<file path="config.mk">
export PLATFORM = sky130hd
export DESIGN_NAME = wake_phrase_matcher_stripper_flat
export DESIGN_NICKNAME = d
export VERILOG_FILES = /design/src/hdl/wpm_pkg.sv /design/src/hdl/wpm_in_if.sv /design/src/hdl/wpm_out_if.sv /design/src/hdl/wpm_front.sv /design/src/hdl/wpm_queue.sv /design/src/hdl/wpm_back.sv /design/src/hdl/wake_phrase_matcher_stripper.sv /design/src/flat_wrapper.sv
export SDC_FILE = /design/constraint.sdc
export NUM_CORES = 1
export LEC_CHECK = 0
export BUFFER_PORTS_ARGS = -buffer_cell sky130_fd_sc_hd__clkbuf_2
export CAP_MARGIN = 10
export CORE_ASPECT_RATIO = 1.4
export CORE_UTILIZATION = 25
export CTS_CLUSTER_SIZE = 12
export DETAILED_ROUTE_END_ITERATION = 6
export HOLD_SLACK_MARGIN = 0.06
export PLACE_DENSITY_LB_ADDON = 0.2
export SYNTH_ARGS = -nofsm -noshare
export SYNTH_HDL_FRONTEND = slang
export SYNTH_SLANG_ARGS = --single-unit
export TNS_END_PERCENT = 30
</file>
<file path="constraint.sdc">
create_clock -name clk -period 11.6 [get_ports clk]
set_input_delay 0.58 -clock clk [delete_from_list [all_inputs] [get_ports clk]]
set_output_delay 0.58 -clock clk [all_outputs]
set_load 0.01 [all_outputs]
</file>
<file path="src/hdl/wpm_pkg.sv">
package wpm_pkg;

  localparam int NUM_RAW  = 9;
  localparam int NUM_FOLD = 6;
  localparam int MAX_PAT  = 12;

  localparam logic [7:0] ASCII_LIMIT = 8'd128;
  localparam logic [7:0] SEP_LEAD_A  = 8'hE3;
  localparam logic [7:0] SEP_MID_A   = 8'h80;
  localparam logic [7:0] SEP_TAIL_A  = 8'h81;
  localparam logic [7:0] SEP_LEAD_B  = 8'hEF;
  localparam logic [7:0] SEP_MID_B   = 8'hBC;
  localparam logic [7:0] SEP_TAIL_B  = 8'h8C;

  localparam logic [3:0] RAW_LEN [NUM_RAW] = '{
    4'd12, 4'd11, 4'd11, 4'd12, 4'd12, 4'd12, 4'd12, 4'd11, 4'd12};

  localparam logic [7:0] RAW_PAT [NUM_RAW][MAX_PAT] = '{
    '{8'hE4, 8'hBD, 8'hA0, 8'hE5, 8'hA5, 8'hBD, 8'h20, 8'h6B, 8'h69, 8'h74, 8'h74, 8'h79},
    '{8'hE4, 8'hBD, 8'hA0, 8'hE5, 8'hA5, 8'hBD, 8'h4B, 8'h69, 8'h74, 8'h74, 8'h79, 8'h00},
    '{8'hE4, 8'hBD, 8'hA0, 8'hE5, 8'hA5, 8'hBD, 8'h6B, 8'h69, 8'h74, 8'h74, 8'h79, 8'h00},
    '{8'hE4, 8'hBD, 8'hA0, 8'hE5, 8'hA5, 8'hBD, 8'hE5, 8'h87, 8'hAF, 8'hE8, 8'h92, 8'h82},
    '{8'hE4, 8'hBD, 8'hA0, 8'hE5, 8'hA5, 8'hBD, 8'hE5, 8'hB0, 8'h8F, 8'hE7, 8'h8C, 8'hAB},
    '{8'h6E, 8'h69, 8'h20, 8'h68, 8'h61, 8'h6F, 8'h20, 8'h6B, 8'h69, 8'h74, 8'h74, 8'h79},
    '{8'h4E, 8'h69, 8'h20, 8'h68, 8'h61, 8'h6F, 8'h20, 8'h6B, 8'h69, 8'h74, 8'h74, 8'h79},
    '{8'h6E, 8'h69, 8'h68, 8'h61, 8'h6F, 8'h20, 8'h6B, 8'h69, 8'h74, 8'h74, 8'h79, 8'h00},
    '{8'h6E, 8'h69, 8'h20, 8'h68, 8'h61, 8'h6F, 8'h20, 8'h4B, 8'h69, 8'h74, 8'h74, 8'h79}};

  localparam int FOLD_LEN [NUM_FOLD] = '{11, 12, 12, 10, 10, 12};

  localparam logic [7:0] FOLD_PAT [NUM_FOLD][MAX_PAT] = '{
    '{8'hE4, 8'hBD, 8'hA0, 8'hE5, 8'hA5, 8'hBD, 8'h6B, 8'h69, 8'h74, 8'h74, 8'h79, 8'h00},
    '{8'hE4, 8'hBD, 8'hA0, 8'hE5, 8'hA5, 8'hBD, 8'hE5, 8'h87, 8'hAF, 8'hE8, 8'h92, 8'h82},
    '{8'hE4, 8'hBD, 8'hA0, 8'hE5, 8'hA5, 8'hBD, 8'hE5, 8'hB0, 8'h8F, 8'hE7, 8'h8C, 8'hAB},
    '{8'h6E, 8'h69, 8'h68, 8'h61, 8'h6F, 8'h6B, 8'h69, 8'h74, 8'h74, 8'h79, 8'h00, 8'h00},
    '{8'h6E, 8'h69, 8'h68, 8'h61, 8'h6F, 8'h6B, 8'h61, 8'h69, 8'h64, 8'h69, 8'h00, 8'h00},
    '{8'h6E, 8'h69, 8'h68, 8'h61, 8'h6F, 8'h78, 8'h69, 8'h61, 8'h6F, 8'h6D, 8'h61, 8'h6F}};

  // One queued job: the bytes one input item releases, plus an optional verdict
  typedef struct packed {
    logic [MAX_PAT-1:0][7:0] bytes;
    logic [3:0]              n_bytes;
    logic                    verdict;
    logic                    addressed;
  } job_t;

  function automatic logic [7:0] to_lower(input logic [7:0] b);
    return (b >= 8'h41 && b <= 8'h5A) ? b + 8'h20 : b;
  endfunction

  function automatic logic bytes_equal(input logic [7:0] a, input logic [7:0] b);
    if (a < ASCII_LIMIT && b < ASCII_LIMIT) return to_lower(a) == to_lower(b);
    return a == b;
  endfunction

  function automatic logic is_plain_sep(input logic [7:0] b);
    return b == 8'h20 || b == 8'h09 || b == 8'h2C || b == 8'h2E || b == 8'h21 || b == 8'h3F;
  endfunction

  function automatic logic is_fold_drop(input logic [7:0] b);
    return is_plain_sep(b) || b == 8'h3A || b == 8'h3B || b == 8'h27 || b == 8'h22;
  endfunction

endpackage

</file>
<file path="src/hdl/wpm_in_if.sv">
interface wpm_in_if;
  logic       valid;
  logic       ready;
  logic [7:0] text_byte;
  logic       end_of_text;

  modport source (output valid, text_byte, end_of_text, input ready);
  modport sink (input valid, text_byte, end_of_text, output ready);
endinterface

</file>
<file path="src/hdl/wpm_out_if.sv">
interface wpm_out_if;
  logic       valid;
  logic       ready;
  logic       result_kind;
  logic [7:0] out_byte;
  logic       addressed;
  logic       last_result;

  modport source (output valid, result_kind, out_byte, addressed, last_result, input ready);
  modport sink (input valid, result_kind, out_byte, addressed, last_result, output ready);
endinterface

</file>
<file path="src/hdl/wpm_front.sv">
module wpm_front import wpm_pkg::*; #(
  parameter int MATCH_WINDOW = 12
) (
  input  logic     clk,
  input  logic     rst,
  wpm_in_if.sink   text_in,
  input  logic     q_full,
  output logic     job_push,
  output job_t     job
);

  localparam int FILL_W = $clog2(MATCH_WINDOW + 1);

  typedef enum logic [1:0] {S_PREFIX, S_STRIP, S_RAW, S_MATCHED} phase_t;

  phase_t              phase, phase_next;
  logic [7:0]          prefix_buffer [MAX_PAT];
  logic [3:0]          prefix_count, prefix_count_next;
  logic [NUM_RAW-1:0]  candidate_mask, candidate_mask_next;
  logic [7:0]          pending_separator [2];
  logic [1:0]          pending_count, pending_count_next;
  logic [7:0]          folded_window [MATCH_WINDOW];
  logic [7:0]          folded_window_next [MATCH_WINDOW];
  logic [FILL_W-1:0]   window_fill, window_fill_next;
  logic                phrase_found, phrase_found_next;

  logic       fire, drop, hit, fail, matched, buf_write, pend_write;
  logic [7:0] b;
  logic       eot;
  logic [NUM_RAW-1:0] len_hit;
  logic [FILL_W-1:0]  fill_cap;
  logic               ok;

  assign text_in.ready = !q_full;
  assign fire = text_in.valid && text_in.ready;
  assign b    = text_in.text_byte;
  assign eot  = text_in.end_of_text;
  assign drop = is_fold_drop(b);
  assign fill_cap = FILL_W'(MATCH_WINDOW);

  // Fold the byte into the window and search it for the folded phrases
  always_comb begin
    folded_window_next = folded_window;
    window_fill_next = window_fill;
    phrase_found_next = phrase_found;
    ok = 1'b0;
    if (!drop) begin
      for (int i = 0; i < MATCH_WINDOW - 1; i++) folded_window_next[i] = folded_window[i + 1];
      folded_window_next[MATCH_WINDOW - 1] = to_lower(b);
      if (window_fill < fill_cap) window_fill_next = window_fill + 1'b1;
      for (int k = 0; k < NUM_FOLD; k++) begin
        ok = (int'(window_fill_next) >= FOLD_LEN[k]);
        for (int j = 0; j < MAX_PAT; j++) begin
          if (j < FOLD_LEN[k]) begin
            if (folded_window_next[MATCH_WINDOW - FOLD_LEN[k] + j] != FOLD_PAT[k][j]) ok = 1'b0;
          end
        end
        if (ok) phrase_found_next = 1'b1;
      end
    end
  end

  // Narrow the prefix candidates by the current byte
  always_comb begin
    for (int i = 0; i < NUM_RAW; i++) begin
      candidate_mask_next[i] = candidate_mask[i] && (prefix_count < RAW_LEN[i]) &&
                               bytes_equal(b, RAW_PAT[i][prefix_count]);
      len_hit[i] = (RAW_LEN[i] == prefix_count + 4'd1);
    end
    hit  = |(candidate_mask_next & len_hit);
    fail = (candidate_mask_next == '0) || (prefix_count >= 4'd11);
  end

  // Classify the item and build the job for the back end
  always_comb begin
    phase_next = phase;
    prefix_count_next = prefix_count;
    pending_count_next = pending_count;
    buf_write = 1'b0;
    pend_write = 1'b0;
    job = '0;
    case (phase)
      S_PREFIX: begin
        for (int k = 0; k < MAX_PAT; k++)
          job.bytes[k] = (4'(k) < prefix_count) ? prefix_buffer[k] : b;
        if (hit) begin
          phase_next = S_STRIP;
        end else if (fail) begin
          job.n_bytes = prefix_count + 4'd1;
          phase_next = S_RAW;
        end else begin
          buf_write = 1'b1;
          prefix_count_next = prefix_count + 4'd1;
          if (eot) job.n_bytes = prefix_count + 4'd1;
        end
      end
      S_STRIP: begin
        job.bytes[0] = (pending_count == 2'd0) ? b : pending_separator[0];
        job.bytes[1] = (pending_count == 2'd2) ? pending_separator[1] : b;
        job.bytes[2] = b;
        if (pending_count == 2'd0) begin
          if (is_plain_sep(b)) begin
          end else if (b == SEP_LEAD_A || b == SEP_LEAD_B) begin
            pend_write = 1'b1;
            pending_count_next = 2'd1;
            // A lead byte at end of text is flushed as it is
            if (eot) job.n_bytes = 4'd1;
          end else begin
            job.n_bytes = 4'd1;
            phase_next = S_MATCHED;
          end
        end else if ((pending_count == 2'd1 &&
                      b == ((pending_separator[0] == SEP_LEAD_A) ? SEP_MID_A : SEP_MID_B)) ||
                     (pending_count == 2'd2 &&
                      b == ((pending_separator[0] == SEP_LEAD_A) ? SEP_TAIL_A : SEP_TAIL_B))) begin
          pend_write = 1'b1;
          pending_count_next = (pending_count == 2'd1) ? 2'd2 : 2'd0;
          if (eot && pending_count == 2'd1) job.n_bytes = 4'd2;
        end else begin
          job.n_bytes = {2'b00, pending_count} + 4'd1;
          pending_count_next = 2'd0;
          phase_next = S_MATCHED;
        end
      end
      default: begin
        job.bytes[0] = b;
        job.n_bytes = 4'd1;
      end
    endcase
    // Separator bytes held at end of text are flushed as they are
    if (phase == S_STRIP && pending_count == 2'd1 && pend_write && eot) begin
      job.bytes[0] = pending_separator[0];
      job.bytes[1] = b;
    end
    matched = (phase_next == S_STRIP) || (phase_next == S_MATCHED);
    job.verdict = eot;
    job.addressed = eot && (matched || phrase_found_next);
    job_push = fire && (eot || job.n_bytes != 4'd0);
  end

  // Hold state; return to reset after the last byte of a text
  always_ff @(posedge clk) begin
    if (rst) begin
      phase <= S_PREFIX;
      prefix_count <= '0;
      candidate_mask <= '1;
      pending_count <= '0;
      window_fill <= '0;
      phrase_found <= 1'b0;
      for (int i = 0; i < MATCH_WINDOW; i++) folded_window[i] <= '0;
    end else if (fire) begin
      if (eot) begin
        phase <= S_PREFIX;
        prefix_count <= '0;
        candidate_mask <= '1;
        pending_count <= '0;
        window_fill <= '0;
        phrase_found <= 1'b0;
        for (int i = 0; i < MATCH_WINDOW; i++) folded_window[i] <= '0;
      end else begin
        phase <= phase_next;
        prefix_count <= prefix_count_next;
        candidate_mask <= candidate_mask_next;
        pending_count <= pending_count_next;
        window_fill <= window_fill_next;
        phrase_found <= phrase_found_next;
        folded_window <= folded_window_next;
      end
    end
  end

  // Payload stores, written before they are read
  always_ff @(posedge clk) begin
    if (fire && buf_write) prefix_buffer[prefix_count] <= b;
    if (fire && pend_write) pending_separator[pending_count[0]] <= b;
  end

endmodule

</file>
<file path="src/hdl/wpm_queue.sv">
module wpm_queue import wpm_pkg::*; (
  input  logic clk,
  input  logic rst,
  input  logic push,
  input  job_t push_job,
  input  logic pop,
  output logic full,
  output logic empty,
  output job_t head
);

  job_t       slots [2];
  logic       wr_ptr, rd_ptr;
  logic [1:0] count;

  assign full  = (count == 2'd2);
  assign empty = (count == 2'd0);
  assign head  = slots[rd_ptr];

  // Advance pointers and count
  always_ff @(posedge clk) begin
    if (rst) begin
      wr_ptr <= 1'b0;
      rd_ptr <= 1'b0;
      count <= '0;
    end else begin
      if (push) wr_ptr <= !wr_ptr;
      if (pop) rd_ptr <= !rd_ptr;
      count <= count + {1'b0, push} - {1'b0, pop};
    end
  end

  always_ff @(posedge clk) begin
    if (push) slots[wr_ptr] <= push_job;
  end

endmodule

</file>
<file path="src/hdl/wpm_back.sv">
module wpm_back import wpm_pkg::*; (
  input  logic      clk,
  input  logic      rst,
  input  logic      empty,
  input  job_t      head,
  output logic      pop,
  wpm_out_if.source result_out
);

  logic [3:0] idx;
  logic       at_verdict, last, fire;

  assign at_verdict = (idx == head.n_bytes);
  assign last = at_verdict || (!head.verdict && idx + 4'd1 == head.n_bytes);

  // Present the current result of the head job
  assign result_out.valid       = !empty;
  assign result_out.result_kind = at_verdict;
  assign result_out.out_byte    = at_verdict ? 8'h00 : head.bytes[idx];
  assign result_out.addressed   = at_verdict && head.addressed;
  assign result_out.last_result = last;

  assign fire = result_out.valid && result_out.ready;
  assign pop  = fire && last;

  // Advance through the job, restart on the next one
  always_ff @(posedge clk) begin
    if (rst) begin
      idx <= '0;
    end else if (fire) begin
      idx <= last ? 4'd0 : idx + 4'd1;
    end
  end

endmodule

</file>
<file path="src/hdl/wake_phrase_matcher_stripper.sv">
// Channel     Dir  Payload
// text_in     in   text_byte[7:0], end_of_text
// result_out  out  result_kind, out_byte[7:0], addressed, last_result
//
// One input item per cycle is accepted while the two-job queue has room.
// Each item yields 0 to 13 results, drained from the queue head one per cycle while
// the receiver is ready; a flush of the prefix buffer backs up the input.
// Reset (rst, synchronous) clears state; no clearing pass is needed.
// Output stalls hold the head result; input keeps flowing until the queue fills.
module wake_phrase_matcher_stripper import wpm_pkg::*; #(
  parameter int MATCH_WINDOW = 12
) (
  input  logic      clk,
  input  logic      rst,
  wpm_in_if.sink    text_in,
  wpm_out_if.source result_out
);

  logic q_full, q_empty, q_push, q_pop;
  job_t push_job, head_job;

  wpm_front #(.MATCH_WINDOW(MATCH_WINDOW)) u_front (
    .clk(clk), .rst(rst), .text_in(text_in),
    .q_full(q_full), .job_push(q_push), .job(push_job)
  );

  wpm_queue u_queue (
    .clk(clk), .rst(rst), .push(q_push), .push_job(push_job), .pop(q_pop),
    .full(q_full), .empty(q_empty), .head(head_job)
  );

  wpm_back u_back (
    .clk(clk), .rst(rst), .empty(q_empty), .head(head_job), .pop(q_pop),
    .result_out(result_out)
  );

endmodule

</file>
<file path="src/flat_wrapper.sv">
// flat-port wrapper written by rule: the top's interface ports become plain ports
module wake_phrase_matcher_stripper_flat import wpm_pkg::*;
#(
  parameter int MATCH_WINDOW = 12
)
  (clk, rst, text_in_valid, text_in_text_byte, text_in_end_of_text, text_in_ready, result_out_valid, result_out_result_kind, result_out_out_byte, result_out_addressed, result_out_last_result, result_out_ready);
  wpm_in_if text_in_i ();
  wpm_out_if result_out_i ();
  input  logic clk;
  input  logic rst;
  input wire logic [$bits(text_in_i.valid)-1:0] text_in_valid;
  input wire logic [$bits(text_in_i.text_byte)-1:0] text_in_text_byte;
  input wire logic [$bits(text_in_i.end_of_text)-1:0] text_in_end_of_text;
  output wire logic [$bits(text_in_i.ready)-1:0] text_in_ready;
  output wire logic [$bits(result_out_i.valid)-1:0] result_out_valid;
  output wire logic [$bits(result_out_i.result_kind)-1:0] result_out_result_kind;
  output wire logic [$bits(result_out_i.out_byte)-1:0] result_out_out_byte;
  output wire logic [$bits(result_out_i.addressed)-1:0] result_out_addressed;
  output wire logic [$bits(result_out_i.last_result)-1:0] result_out_last_result;
  input wire logic [$bits(result_out_i.ready)-1:0] result_out_ready;
  assign text_in_i.valid = text_in_valid;
  assign text_in_i.text_byte = text_in_text_byte;
  assign text_in_i.end_of_text = text_in_end_of_text;
  assign text_in_ready = text_in_i.ready;
  assign result_out_valid = result_out_i.valid;
  assign result_out_result_kind = result_out_i.result_kind;
  assign result_out_out_byte = result_out_i.out_byte;
  assign result_out_addressed = result_out_i.addressed;
  assign result_out_last_result = result_out_i.last_result;
  assign result_out_i.ready = result_out_ready;
  wake_phrase_matcher_stripper #(.MATCH_WINDOW(MATCH_WINDOW)) u_core (.clk(clk), .rst(rst), .text_in(text_in_i), .result_out(result_out_i));
endmodule
</file>
======== Word-level counts from Yosys, hierarchy flattened ========
Memories as Yosys holds them, arrays and structs flattened. A register that Yosys moved wholly into a read port is not among the register bits.
Cells that the tools add are included.
word-level totals
  bits in read-only memories .............. 1,152
  memory bits (writable) .................. 316
  bits in registers ....................... 118
  memories ................................ 12
memories
  name                  depth  bits a word  read ports  clocked after Yosys merged registers in  write ports  RTL line         RTL
  u_core.u_queue.slots  2      102          1           1                                        1            wpm_queue.sv:12  job_t slots [2];
  (no name shown)       16     8            1           0                                        0            wpm_front.sv:67  bytes_equal(b, RAW_PAT[i][prefix_count]);
  (no name shown)       16     8            1           0                                        0            wpm_front.sv:67
  (no name shown)       16     8            1           0                                        0            wpm_front.sv:67
  (no name shown)       16     8            1           0                                        0            wpm_front.sv:67
  (no name shown)       16     8            1           0                                        0            wpm_front.sv:67
  +6 memories           -      -            -           -                                        -            -
operators by class
  bitwise operators ....................... 2
  reduce and logical (&&, ||, !) cells .... 84
  add/subtract/negate cells ............... 16
  muxes and demuxes ....................... 198
  magnitude comparators ................... 51
  equality and inequality tests ........... 97
operators by type and width
  operator                                                                           count
  8-bit two-way mux                                                                  44
  8-bit by 7-bit inequality test with 1-bit output (second input constant)           26
  8-bit inequality test (second input constant)                                      23
  88-bit two-way mux                                                                 2
  8-bit equality test                                                                20
  1-bit two-way mux                                                                  112
  8-bit by 6-bit adder with 8-bit output (second input constant)                     10
  8-bit by 7-bit >= comparator with 1-bit output (second input constant)             10
  8-bit by 7-bit less-or-equal comparator with 1-bit output (second input constant)  10
  8-bit less-than comparator (second input constant)                                 10
  8-bit by 6-bit equality test with 1-bit output (second input constant)             9
  72-bit two-way mux                                                                 1
  4-bit two-way mux                                                                  17
  1-bit logical AND                                                                  52
  8-bit binary-select mux with 4-bit select                                          1
  16-bit case mux with 2 select lines                                                1
  2-bit two-way mux                                                                  15
  8-bit equality test (second input constant)                                        3
  12-bit case mux with 2 select lines                                                1
  4-bit >= comparator (second input constant)                                        4
  1-bit logical OR                                                                   16
  3-bit by 4-bit less-than comparator with 1-bit output (first input constant)       4
  4-bit less-than comparator (first input constant)                                  4
  16-bit two-way mux                                                                 1
  other kinds (30)                                                                   52

======== Depth between registers and ports, before layout ========
Gate-level depths: netlist of run 1.
  word-level depth ........................ 33
  mapped depth ............................ 23
  mapped depth without buffers ............ 21

======== Modules after synthesis ========
Synthesis of run 1 repeated with hierarchy kept, for this count alone.
second synthesis, totals
  cells, all modules ...................... 1,891
  area total of the unflattened synthesis .. 21,807.2 µm²
by module, submodules not included
  module     cells each  area an instance (µm²)  instances
  wpm_front  1,420       12,680.9                1
  wpm_queue  338         7,898.8                 1
  wpm_back   133         1,227.4                 1

======== Least setup slack after synthesis of run 1 ========
OpenSTA, ideal clock, no wires.
  kind .................................... register to register
  start ................................... reg u_core.u_front.prefix_count[0]
  end ..................................... mem u_core.u_queue.slots[0][0] (netlist name) (enable)
  buffers on the path ..................... 2
  arrival ................................. 7.846 ns
  setup slack ............................. 3.190 ns
  required time ........................... 11.036 ns
  clock period less this slack ............ 8.410 ns
  cell stages (with the launch flop) ...... 19
  cells stage by stage .................... dfxtp_1 > clkbuf_1 > inv_1 > ha_1 > buf_2 > nor2b_1 > o31a_1 > inv_1 > ha_1 > a21boi_0 > a22oi_1 > o211ai_1 > o2111a_1 > o311ai_2 > a21oi_2 > nor2_2 > a21boi_4 > a32oi_4 > nor2_1
between the ends
  cells in the longest elaborated chain, start to end .. 21
  elaborated cells on any way between the ends .. 173
  those cells by class .................... 10 x add/sub; 30 x order compare; 20 x eq/ne; 60 x mux; 2 x bitwise; 42 x reduce/logical; 9 x memory
ends and longest elaborated chain
  what                                                                                                                         RTL line          RTL
  start, declared                                                                                                              wpm_front.sv:18   logic [3:0] prefix_count, prefix_count_next;
  start signal, assigned                                                                                                       wpm_front.sv:162  prefix_count <= prefix_count_next;
  4-bit NOT with 5-bit output (not written as such)                                                                            wpm_front.sv:67
  memory read 16 x 8 bit                                                                                                       -
  8-bit two-way mux (not written as such) (2 in series)                                                                        wpm_front.sv:67
  8-bit by 7-bit >= comparator with 1-bit output or 8-bit by 7-bit less-or-equal comparator with 1-bit output (tied branches)  wpm_pkg.sv:48     return (b >= 8'h41 && b <= 8'h5A) ? b + 8'h20 : b;
  1-bit logical AND                                                                                                            wpm_pkg.sv:48
  8-bit two-way mux                                                                                                            wpm_pkg.sv:48
  8-bit equality test                                                                                                          wpm_pkg.sv:52     if (a < ASCII_LIMIT && b < ASCII_LIMIT) return to_lower(a) == to_lower(b);
  1-bit two-way mux                                                                                                            wpm_pkg.sv:52
  (+4 left out)                                                                                                                -
  4-bit two-way mux                                                                                                            wpm_front.sv:88   end else if (fail) begin
  4-bit two-way mux *                                                                                                          wpm_front.sv:86   if (hit) begin
  12-bit case mux with 2 select lines *                                                                                        wpm_front.sv:82   case (phase)
  4-bit nonzero test *                                                                                                         wpm_front.sv:138  job_push = fire && (eot || job.n_bytes != 4'd0);
  1-bit logical OR *                                                                                                           wpm_front.sv:138
  1-bit logical AND *                                                                                                          wpm_front.sv:138
  1-bit two-way mux *                                                                                                          wpm_queue.sv:34   if (push) slots[wr_ptr] <= push_job;
  1-bit two-way mux (not written as such) *                                                                                    wpm_queue.sv:34
  end, declared                                                                                                                wpm_queue.sv:12
Every way passes the cells marked *; elsewhere a longest branch is shown, timed or not. The select of a mux whose other input is x is not followed.

======== Worst setup path in the final report of run 1 ========
  start ................................... reg u_core.u_front.prefix_count[0]
  end ..................................... mem u_core.u_queue.slots[0][52] (netlist name) (enable)
The elaborated chain is that of the path after synthesis.

==> results.ini, run 1 <==
[outcome]
status = completed

[sta]
worst_pin_slew_ns = 1.126
fin_crit_sh_pct = 54.75
fin_ws_ns = 5.249
fmax_ghz = 0.1575
hold_violations = 0
rsz0062_at_grt = false
finalSetupViolCount = 0
skew_ns = 0.04334
slew_viol_final = 0
slew_headroom_pct = 24.94
setup_tns_ns = 0
fin_crit_ns = 6.351

[synth]
syn_area_um2 = 20770
synth_seq_area_share_pct = 57.14
yosysUniqueCellTypes = 90
yosysTopAreaCell = edfxtp_1
synthCells = 1781
synthFlopType = edfxtp_1
synth_most_common_cell = edfxtp_1
ys_warn_count = 0
synth_area_leaders = edfxtp_1, dfxtp_1, mux4_2
async_flop_share_pct = 0
syn_avg_cell_area_um2 = 11.66
synth-seq-cells = 435
synth_top_area_share_pct = 45.68
synth_edf_count = 316
ys_top_cells_by_count = edfxtp_1, nor2_1, nand2_1

[worst_setup_path]
cp_slowest_stage_delay_ns = 0.81
cp-start-kind = flop
required_ns = 11.80
rr_worst_depth = 18
path_class = flop to flop
crit_chain = inv_1, ha_1, nor2b_1, o31a_1, inv_1, ha_1, a21boi_0, a22oi_1, o211ai_1, o2111a_1, o311ai_2, a21oi_2, nor2_2, a21boi_4, a32oi_4, nor2_4, buf_4, buf_4
end_kind = flop
worstPathMaxFanout = 61
worstReg2RegEnd = u_core.u_queue.slots[0][52]
critPathLaunch = u_core.u_front.prefix_count[0]
cp_slowest_cell = dfxtp_1
arrival_ns = 6.55
endpoint = u_core.u_queue.slots[0][52]
r2r-start = u_core.u_front.prefix_count[0]
r2r_slack_ns = 5.25

[floorplan]
die_w_um = 245.6
row_count = 124
pin_count = 26
core_area_um2 = 81920
die_h_um = 343.1
initial_core_util_pct = 25.36
dieArea_um2 = 84270

[global_routing]
grt_max_degree = 101
antenna_found_initial = 2
grt_overflow = 0
grt_use_total_pct = 14.28
grt_pass1_wl_um = 90940
grt_pass1_vias = 14010

[hold_path]
holdCritPathClass = input port to flop

[cts]
cts_root_buffer = clkbuf_16
cts_sinks = 435
cts_tree = built
postCtsHoldBufs = 0
htreeDepth = 2
clk_path_buf_depth = 3
clkLatencyLatePin_ns = 0.61
clkTransAtPathRegs_ns = 0.06
cts_buffers = 49
cts_setup_buffers = 0
cts.repair.resized = 0

[route]
wl_per_cell_um = 21.16
wl_um = 60810
drc = 0
dr_total_vias = 14180
drtPass1Iterations = 7
drt-initial-drc-count = 876
ant_nets = 0
vias_per_cell = 4.937

[placed_design]
routabilityCongestion = 0.8091
place_ws_ns = 5.228
place.detailed.hpwl_um = 40230
io_buffer_count = 25
post-place-cells = 2786

[cells_and_area]
final_util_pct = 28.69
area_growth_pct = 13.12
fin_cells = 2873
final_nets = 1807
layout-drive-gt1-share_pct = 12.49

[run]
cap_viol_max_count = 0

[power]
p_leak_nw = 7.787
ir_worst_vdd_v = 0.0002144
p_per_area_nw_per_um2 = 180.9
power_w = 0.004250

metrics by stage:
step | cell area (um^2) | hold slack (ns)
finish | 23500 | 0.2345
global route | 23500 | 0.2259
CTS | 23500 | 0.1902
detailed placement | 22000 | 0.4557
global placement | 22000 | 0.4482
floorplan | 20800 | 0.4340
worst max-delay path: cells and delay by family (launching register included):
kind,cells,cell delay (ns)
buffers and inverters,4,1.70
AOI/OAI and AO/OA,9,2.00
DFF,1,0.81
and+or+nand+nor,3,0.54
adders and majority gates,2,0.79
sequential cells by signal (all words and copies together), names as in the netlist, named ones only:
name	flops
u_core.u_queue.slots	204
u_core.u_front.prefix_buffer	96
u_core.u_front.folded_window	88
u_core.u_front.pending_separator	16
u_core.u_front.candidate_mask	9
u_core.u_back.idx	4
u_core.u_front.prefix_count	4
u_core.u_front.window_fill	4
u_core.u_front.pending_count	2
u_core.u_front.phase	2
u_core.u_queue.count	2
u_core.u_front.phrase_found	1
u_core.u_queue.rd_ptr	1
u_core.u_queue.wr_ptr	1
layout make-up:
class                           count  area [um^2]
Multi-Input combinational cell   1187         8277
Sequential cell                   435        11880
Fill cell                        8445        58420
Antenna cell                        1        2.502
Timing Repair Buffer               57        367.9
Clock inverter                     18        131.4
Tap cell                         1071         1340
Inverter                           36        135.1
Clock buffer                       68         1368
where the power goes:
part           internal (W)  switching [W]  total, W
logic              0.000299       0.000522  0.000821
clock network      0.000825       0.000631   0.00146
registers           0.00192      0.0000564   0.00197
total               0.00304        0.00121   0.00425
metal layers:
| metal | part of all wire [%] | global-route usage [%] | up-vias |
|---|---|---|---|
| met5 | 0.051 | 0 | - |
| met4 | 2.6 | 4.361 | 4 |
| met3 | 3.8 | 1.916 | 96 |
| met2 | 50 | 24.91 | 282 |
| met1 | 44 | 18.19 | 7143 |
| li1 | - | - | 6659 |
how the worst min path moves through the flow:
stage	to	cells past startpoint	slack [ns]	from
2_1_floorplan	u_core.u_front.candidate_mask[3]	2	0.43	u_core.u_front.candidate_mask[3]
3_3_place_gp	u_core.u_front.candidate_mask[5]	2	0.45	u_core.u_front.candidate_mask[5]
3_5_place_dp	u_core.u_front.candidate_mask[5]	2	0.46	u_core.u_front.candidate_mask[5]
4_1_cts	u_core.u_back.idx[1]	2	0.19	rst
5_1_grt	u_core.u_back.idx[1]	2	0.23	rst
6_report	u_core.u_back.idx[1]	2	0.23	rst
layout by cell type, fill, tap and decap left out, types with 7 or more instances in the layout:
master     instances
and2_1             9
clkbuf_16         49
buf_4             33
dfxtp_1          115
inv_1             34
o21a_1             7
o31ai_1            8
ha_1              28
o21ai_0           70
xor2_1            15
mux2i_1           50
nor4_1            18
nand2_1          166
a211o_1            9
clkinv_2           7
a31oi_1            8
mux4_2            56
nand2b_1          20
edfxtp_1         316
nand3_1           33
clkbuf_2          24
and3_1            22
xnor2_1           40
clkinv_1           7
o211ai_1          10
nand4_1           17
clkbuf_8           7
nor3_1            34
a21oi_1           89
nor2_1           184
nor3b_1            7
a22oi_1           98
mux2_2            11
o22ai_1           12
nor4b_1            9
conb_1             8
nor2b_1           22
clkbuf_1          12
logic make-up after synthesis:
group | count (synthesis) | share of synthesized area (%)
AND/OR/NAND/NOR | 598 | 14.04
XOR/XNOR | 55 | 2.319
buffers and inverters | 166 | 3.318
multiplexers | 118 | 9.130
AO/OA/AOI/OAI | 380 | 12.35
flip-flops | 435 | 57.14
other | 1 | 0.01805
adder cells (fa/ha/maj) | 28 | 1.686
(Power assumes the default switching activity.)
==> inputs of run 2 (changes only) <==
==> constraint.sdc (replaced) <==
create_clock -name clk -period 5.15 [get_ports clk]
set_input_delay 0.2575 -clock clk [delete_from_list [all_inputs] [get_ports clk]]
set_output_delay 0.2575 -clock clk [all_outputs]
set_load 0.01 [all_outputs]
==> run 2 against run 1 <==
Effect of this change: critical path depth up 2; cell count up 1.1%; non-clock buffer count is 32 higher; via count is 1.2% higher; fmax up 34%; setup slack got worse by 4.8 ns; count of clock-buffer cells in the layout increased by 7; die area did not move; worst hold slack got worse by 0.072 ns; wire length is 4.1% higher; first-iteration DRC count is 11% higher; utilization up 0.45 points.
==> results.ini, run 2 (synthesis gave the netlist of run 1 again) <==
[outcome]
status = completed

[sta]
setup_tns_ns = 0
slew_headroom_pct = 16.71
fmax_ghz = 0.2113
rsz0062_at_grt = false
hold_violations = 0
skew_ns = 0.01933
slew_viol_final = 0
finalSetupViolCount = 0
worst_pin_slew_ns = 1.247
fin_crit_sh_pct = 91.89
fin_crit_ns = 4.732

[cells_and_area]
final_nets = 1837
reg_top3 = u_core.u_queue.slots: 204 flops, u_core.u_front.prefix_buffer: 96 flops, u_core.u_front.folded_window: 88 flops
multi_input_area_um2 = 8277
area_growth_pct = 14.88
layout-drive-gt1-share_pct = 14.18
final_common_cell = edfxtp_1
diodes = 0
layout_common_cells = edfxtp_1, nor2_1, nand2_1
seqCellArea_um2 = 11890
top_register = u_core.u_queue.slots
design_area_um2 = 23870
fillers = 8457
largest_reg_flops = 204

[power]
p_seq_share_pct = 45.4
p_leak_nw = 7.993
p_sw_share_pct = 28.29
p_per_area_nw_per_um2 = 410.0
ir_worst_vdd_v = 0.0002348
pwr-share-comb_pct = 19.8
p_int_w = 0.007017
clkPwrFrac_pct = 34.9
p_switching_w = 0.002768

[placed_design]
placed_area_um2 = 22280
place.detailed.hpwl_um = 43200
routabilityCongestion = 0.8716
io_buffer_count = 25

[cts]
cts_tree = built
clkTransAtPathRegs_ns = 0.06
clk_path_buf_depth = 3
cts_root_buffer = clkbuf_16
cts_sinks = 435
cts.repair.resized = 0
htreeDepth = 2
postCtsHoldBufs = 2
clkLatencyLatePin_ns = 0.61
cts_setup_buffers = 0
cts_buffers = 47

[worst_setup_path]
worstPathMaxFanout = 20
end_kind = flop
arrival_ns = 5.17
required_ns = 5.59
path_class = flop to flop
cp-start-kind = flop

[route]
vias_per_cell = 4.941
ant_nets = 0
drt-initial-drc-count = 971
drtPass1Iterations = 5
dr_total_vias = 14360
wl_per_cell_um = 21.79
wl_um = 63300
drc = 0

[hold_path]
holdCritPathClass = input port to flop

[floorplan]
die_w_um = 245.6
pin_count = 26
core_area_um2 = 81920
initial_core_util_pct = 25.36
die_h_um = 343.1
dieArea_um2 = 84270
row_count = 124

[global_routing]
antenna_found_initial = 1
grt_pass1_vias = 14650
grt_max_degree = 100
grt_overflow = 0
grt_use_total_pct = 14.99
grt_pass1_wl_um = 95560

[run]
cap_viol_max_count = 0

-- run 2: cell count changes in the layout (fill, tap and decap cells not counted), sizes merged, moves of 2 or more --
cell / previous run / this run
buf: 33 / 63
bufinv: 0 / 2
clkbuf: 92 / 99
clkinv: 15 / 9
dlygate4sd3: 0 / 2
inv: 39 / 36
-- run 2: power groups by stage --
stage	combinational, W	clock, W	sequential, W
final	0.00193	0.00341	0.00444
after CTS	0.00200	0.00351	0.00444
after global placement	0.00199	0	0.00450
after floorplan	0.00123	0	0.00447
after global routing	0.00210	0.00364	0.00448
after detailed placement	0.00199	0	0.00452
-- run 2: metrics by stage --
step	util (%)	hold WS [ns]	power [W]	worst slack (ns)	instances
floorplan	-	0.3564	0.005704	0.009406	1788
global placement	27.20	0.4513	0.006488	0.4410	2816
detailed placement	27.20	0.4630	0.006511	0.4686	2816
CTS	29.13	0.1447	0.009957	0.4740	2905
global route	29.13	0.1613	0.01022	0.05562	2905
finish	29.13	0.1626	0.009785	0.4178	2905
-- run 2: path summary, 6_finish.rpt --
path / from / end / slack, ns / cells past startpoint
setup / recovery: u_core.u_front.prefix_count[0] / u_core.u_queue.count[1] / 0.42 / 20
hold / removal: text_in_text_byte[7] / u_core.u_front.prefix_buffer[5][7] / 0.16 / 1
setup reg to reg: u_core.u_front.prefix_count[0] / u_core.u_queue.count[1] / 0.42 / 20
hold reg to reg: u_core.u_front.candidate_mask[4] / u_core.u_front.candidate_mask[4] / 0.47 / 2
-- run 2: layout make-up --
class | count | area share (%)
tap | 1071 | 5.615
sequential | 435 | 49.81
clock buffer | 75 | 5.914
clock inverter | 12 | 0.6396
inverter | 36 | 0.5662
multi-input combinational | 1187 | 34.68
timing repair buffer | 89 | 2.779
-- run 2: layer usage --
| layer | track usage, % | part of all wire [%] |
|---|---|---|
| met4 | 5.875 | 3.6 |
| met1 | 17.63 | 41 |
| met3 | 2.018 | 3.2 |
| met5 | 0 | 0.019 |
| met2 | 27.28 | 52 |
-- run 2: critical path, stage by stage (launching register included) --
cell and delay (ns):
dfxtp_4 0.49, ha_1 0.46, nand2b_1 0.17, o31a_1 0.26, inv_2 0.10, ha_1 0.20, a21boi_0 0.12, a22oi_1 0.18
o211ai_1 0.20, nor4b_1 0.39, o311ai_2 0.16, a21oi_2 0.27, nor2_2 0.11, a2bb2oi_4 0.19, a32oi_4 0.37, ha_1 0.30
inv_1 0.06, ha_1 0.15, xor2_1 0.17, xnor2_1 0.14, nor2_1 0.06
==> inputs of run 3 (changes only) <==
--- a/config.mk
+++ b/config.mk
@@ -5,6 +5,7 @@
 export SDC_FILE = /design/constraint.sdc
 export NUM_CORES = 1
 export LEC_CHECK = 0
+export ABC_AREA = 1
 export BUFFER_PORTS_ARGS = -buffer_cell sky130_fd_sc_hd__clkbuf_2
 export CAP_MARGIN = 10
 export CORE_ASPECT_RATIO = 1.4
==> run 3 against run 2 <==
Effect of this change: utilization barely moved; critical path depth rose by 2; sequential share of layout area fell by 0.071 points; sequential cell count did not move; die area barely moved; design area barely moved; critical endpoint is now u_core.u_queue.slots[0][87]; largest cell class unchanged; largest power group unchanged.
==> results.ini, run 3 <==
[cts]
cts_buffers = 47
cts_tree = built
cts_sinks = 435
cts_setup_buffers = 0
clkTransAtPathRegs_ns = 0.06
clkLatencyLatePin_ns = 0.63
cts.repair.resized = 0
postCtsHoldBufs = 2
clk_path_buf_depth = 3
htreeDepth = 2
cts_root_buffer = clkbuf_16

[sta]
rsz0062_at_grt = false
fmax_ghz = 0.2127
skew_ns = 0.03060
finalSetupViolCount = 0
fin_crit_ns = 4.700
fin_crit_sh_pct = 91.27
slew_viol_final = 0
slew_headroom_pct = 32.14
hold_violations = 0
worst_pin_slew_ns = 1.018

[route]
drt-initial-drc-count = 1135
vias_per_cell = 4.879
dr_total_vias = 16550
wl_per_cell_um = 20.97
drc = 0
ant_nets = 0
drtPass1Iterations = 5
wl_um = 71100

[placed_design]
place.detailed.hpwl_um = 49200
post-place-cells = 3306
io_buffer_count = 25
routabilityCongestion = 0.8994
placed_area_um2 = 22330

[synth]
ys_warn_count = 0
yosysUniqueCellTypes = 57
synth_top_area_share_pct = 45.67
yosysTopAreaCell = edfxtp_1
synth-seq-cells = 435
synthCells = 2266
synth_edf_count = 316
synth_most_common_cell = nand2_1
syn_avg_cell_area_um2 = 9.170
ys_top_cells_by_count = nand2_1, edfxtp_1, nor2_1
async_flop_share_pct = 0
synthFlopType = edfxtp_1
synth_area_leaders = edfxtp_1, dfxtp_1, nand2_1
syn_area_um2 = 20780
synth_seq_area_share_pct = 57.13

[worst_setup_path]
r2r_slack_ns = 0.45
arrival_ns = 5.01
required_ns = 5.46
crit_chain = ha_1, nand2_2, inv_1, a21oi_2, ha_1, nor3b_2, nand2_1, nand4_1, nor2_1, nor2_1, nand3_1, nand2_1, nand2_1, nand3_1, nand2_1, nand3_4, o21bai_2, nor2_1, nand3_1, nand2_1, nor2_4, buf_12
critPathLaunch = u_core.u_front.prefix_count[1]
crit_top_cell = nand2_1
rr_worst_depth = 22
cp-start-kind = flop
path_class = flop to flop
end_kind = flop
r2r-start = u_core.u_front.prefix_count[1]
cp_slowest_stage_delay_ns = 0.58
worstReg2RegEnd = u_core.u_queue.slots[0][87]
cp_slowest_cell = dfxtp_1
worstPathMaxFanout = 36
crit_buf_inv = 2
critPathTopFamily = simple AND/OR/NAND/NOR gates

[hold_path]
min_from = text_in_end_of_text
whs_path_depth = 1
holdCritPathClass = input port to flop
min_to = u_core.u_queue.slots[0][1]

[global_routing]
use_met1_pct = 18.27
grt_pass1_vias = 16500
grtUsageMet2_pct = 32.18
grt_max_degree = 91
grt_pass1_wl_um = 106200
grt_overflow = 0
use_met3_pct = 2.010
grt_use_total_pct = 16.77
grt.busiest_layer = met2
antenna_found_initial = 0

[cells_and_area]
fin_cells = 3391
reg_top3 = u_core.u_queue.slots: 204 flops, u_core.u_front.prefix_buffer: 96 flops, u_core.u_front.folded_window: 88 flops
layout_common_cells = nand2_1, edfxtp_1, nor2_1
design_area_um2 = 23880
final_nets = 2327
largest_reg_flops = 204
diodes = 0
top_register = u_core.u_queue.slots
area_growth_pct = 14.92
layout-drive-gt1-share_pct = 9.095
final_common_cell = nand2_1

[run]
cap_viol_max_count = 0

[power]
p_per_area_nw_per_um2 = 373.1
ir_worst_vdd_v = 0.0002475
p_leak_nw = 8.254
power_w = 0.008909

[floorplan]
pin_count = 26
initial_core_util_pct = 25.37
dieArea_um2 = 84290
row_count = 124
die_h_um = 343.1
core_area_um2 = 81920
die_w_um = 245.7

[outcome]
status = completed

## run 3: through the flow
step	utilization, %	setup TNS [ns]	hold slack, ns	setup WS [ns]
floorplan	-	-42.35	0.3564	-0.4152
global placement	27.26	0	0.4266	0.5570
detailed placement	27.26	0	0.4294	0.4757
CTS	29.15	0	0.1676	0.4696
global route	29.15	0	0.1595	0.1029
finish	29.15	0	0.1902	0.4496
## run 3: worst max-delay path by stage
stage,to,slack [ns],cells past startpoint
2_1_floorplan,u_core.u_queue.slots[1][0],-0.42,24
3_3_place_gp,u_core.u_queue.slots[0][71],0.56,25
3_5_place_dp,u_core.u_queue.slots[0][79],0.48,25
4_1_cts,u_core.u_queue.slots[0][84],0.47,22
5_1_grt,u_core.u_queue.slots[0][84],0.10,23
6_report,u_core.u_queue.slots[0][87],0.45,22
## run 3: kinds of logic (layout without fill, tap and decap cells)
kind of cell / Yosys count / count (layout) / share of synthesized area, %
other: 1 / 8 / 0.01805
buffers and inverters: 273 / 320 / 5.221
multiplexers: 2 / 2 / 0.09635
flip-flops: 435 / 435 / 57.13
AND/OR/NAND/NOR: 927 / 927 / 19.05
adder cells (fa/ha/maj): 28 / 28 / 1.686
XOR/XNOR: 34 / 34 / 1.433
AO/OA/AOI/OAI: 566 / 566 / 15.36
## run 3: layout make-up
cell class | instances | area [um^2]
fill | 8671 | 58040
sequential | 435 | 11880
multi-input combinational | 1565 | 7875
tap | 1071 | 1340
clock buffer | 68 | 1325
timing repair buffer | 95 | 720.7
inverter | 142 | 538.0
clock inverter | 15 | 203.9
## run 3: routing by layer
metal  share of wire [%]  vias up
met5                   0        -
met4                 4.0        0
met3                 3.2      130
met2                  54      368
met1                  39     8058
li1                    -     7990
## run 3: report_power, final
part	internal [W]	switching [W]	total [W]
logic	0.000369	0.000986	0.00135
clock network	0.00195	0.00147	0.00342
registers	0.00406	0.0000731	0.00413
total	0.00638	0.00253	0.00891
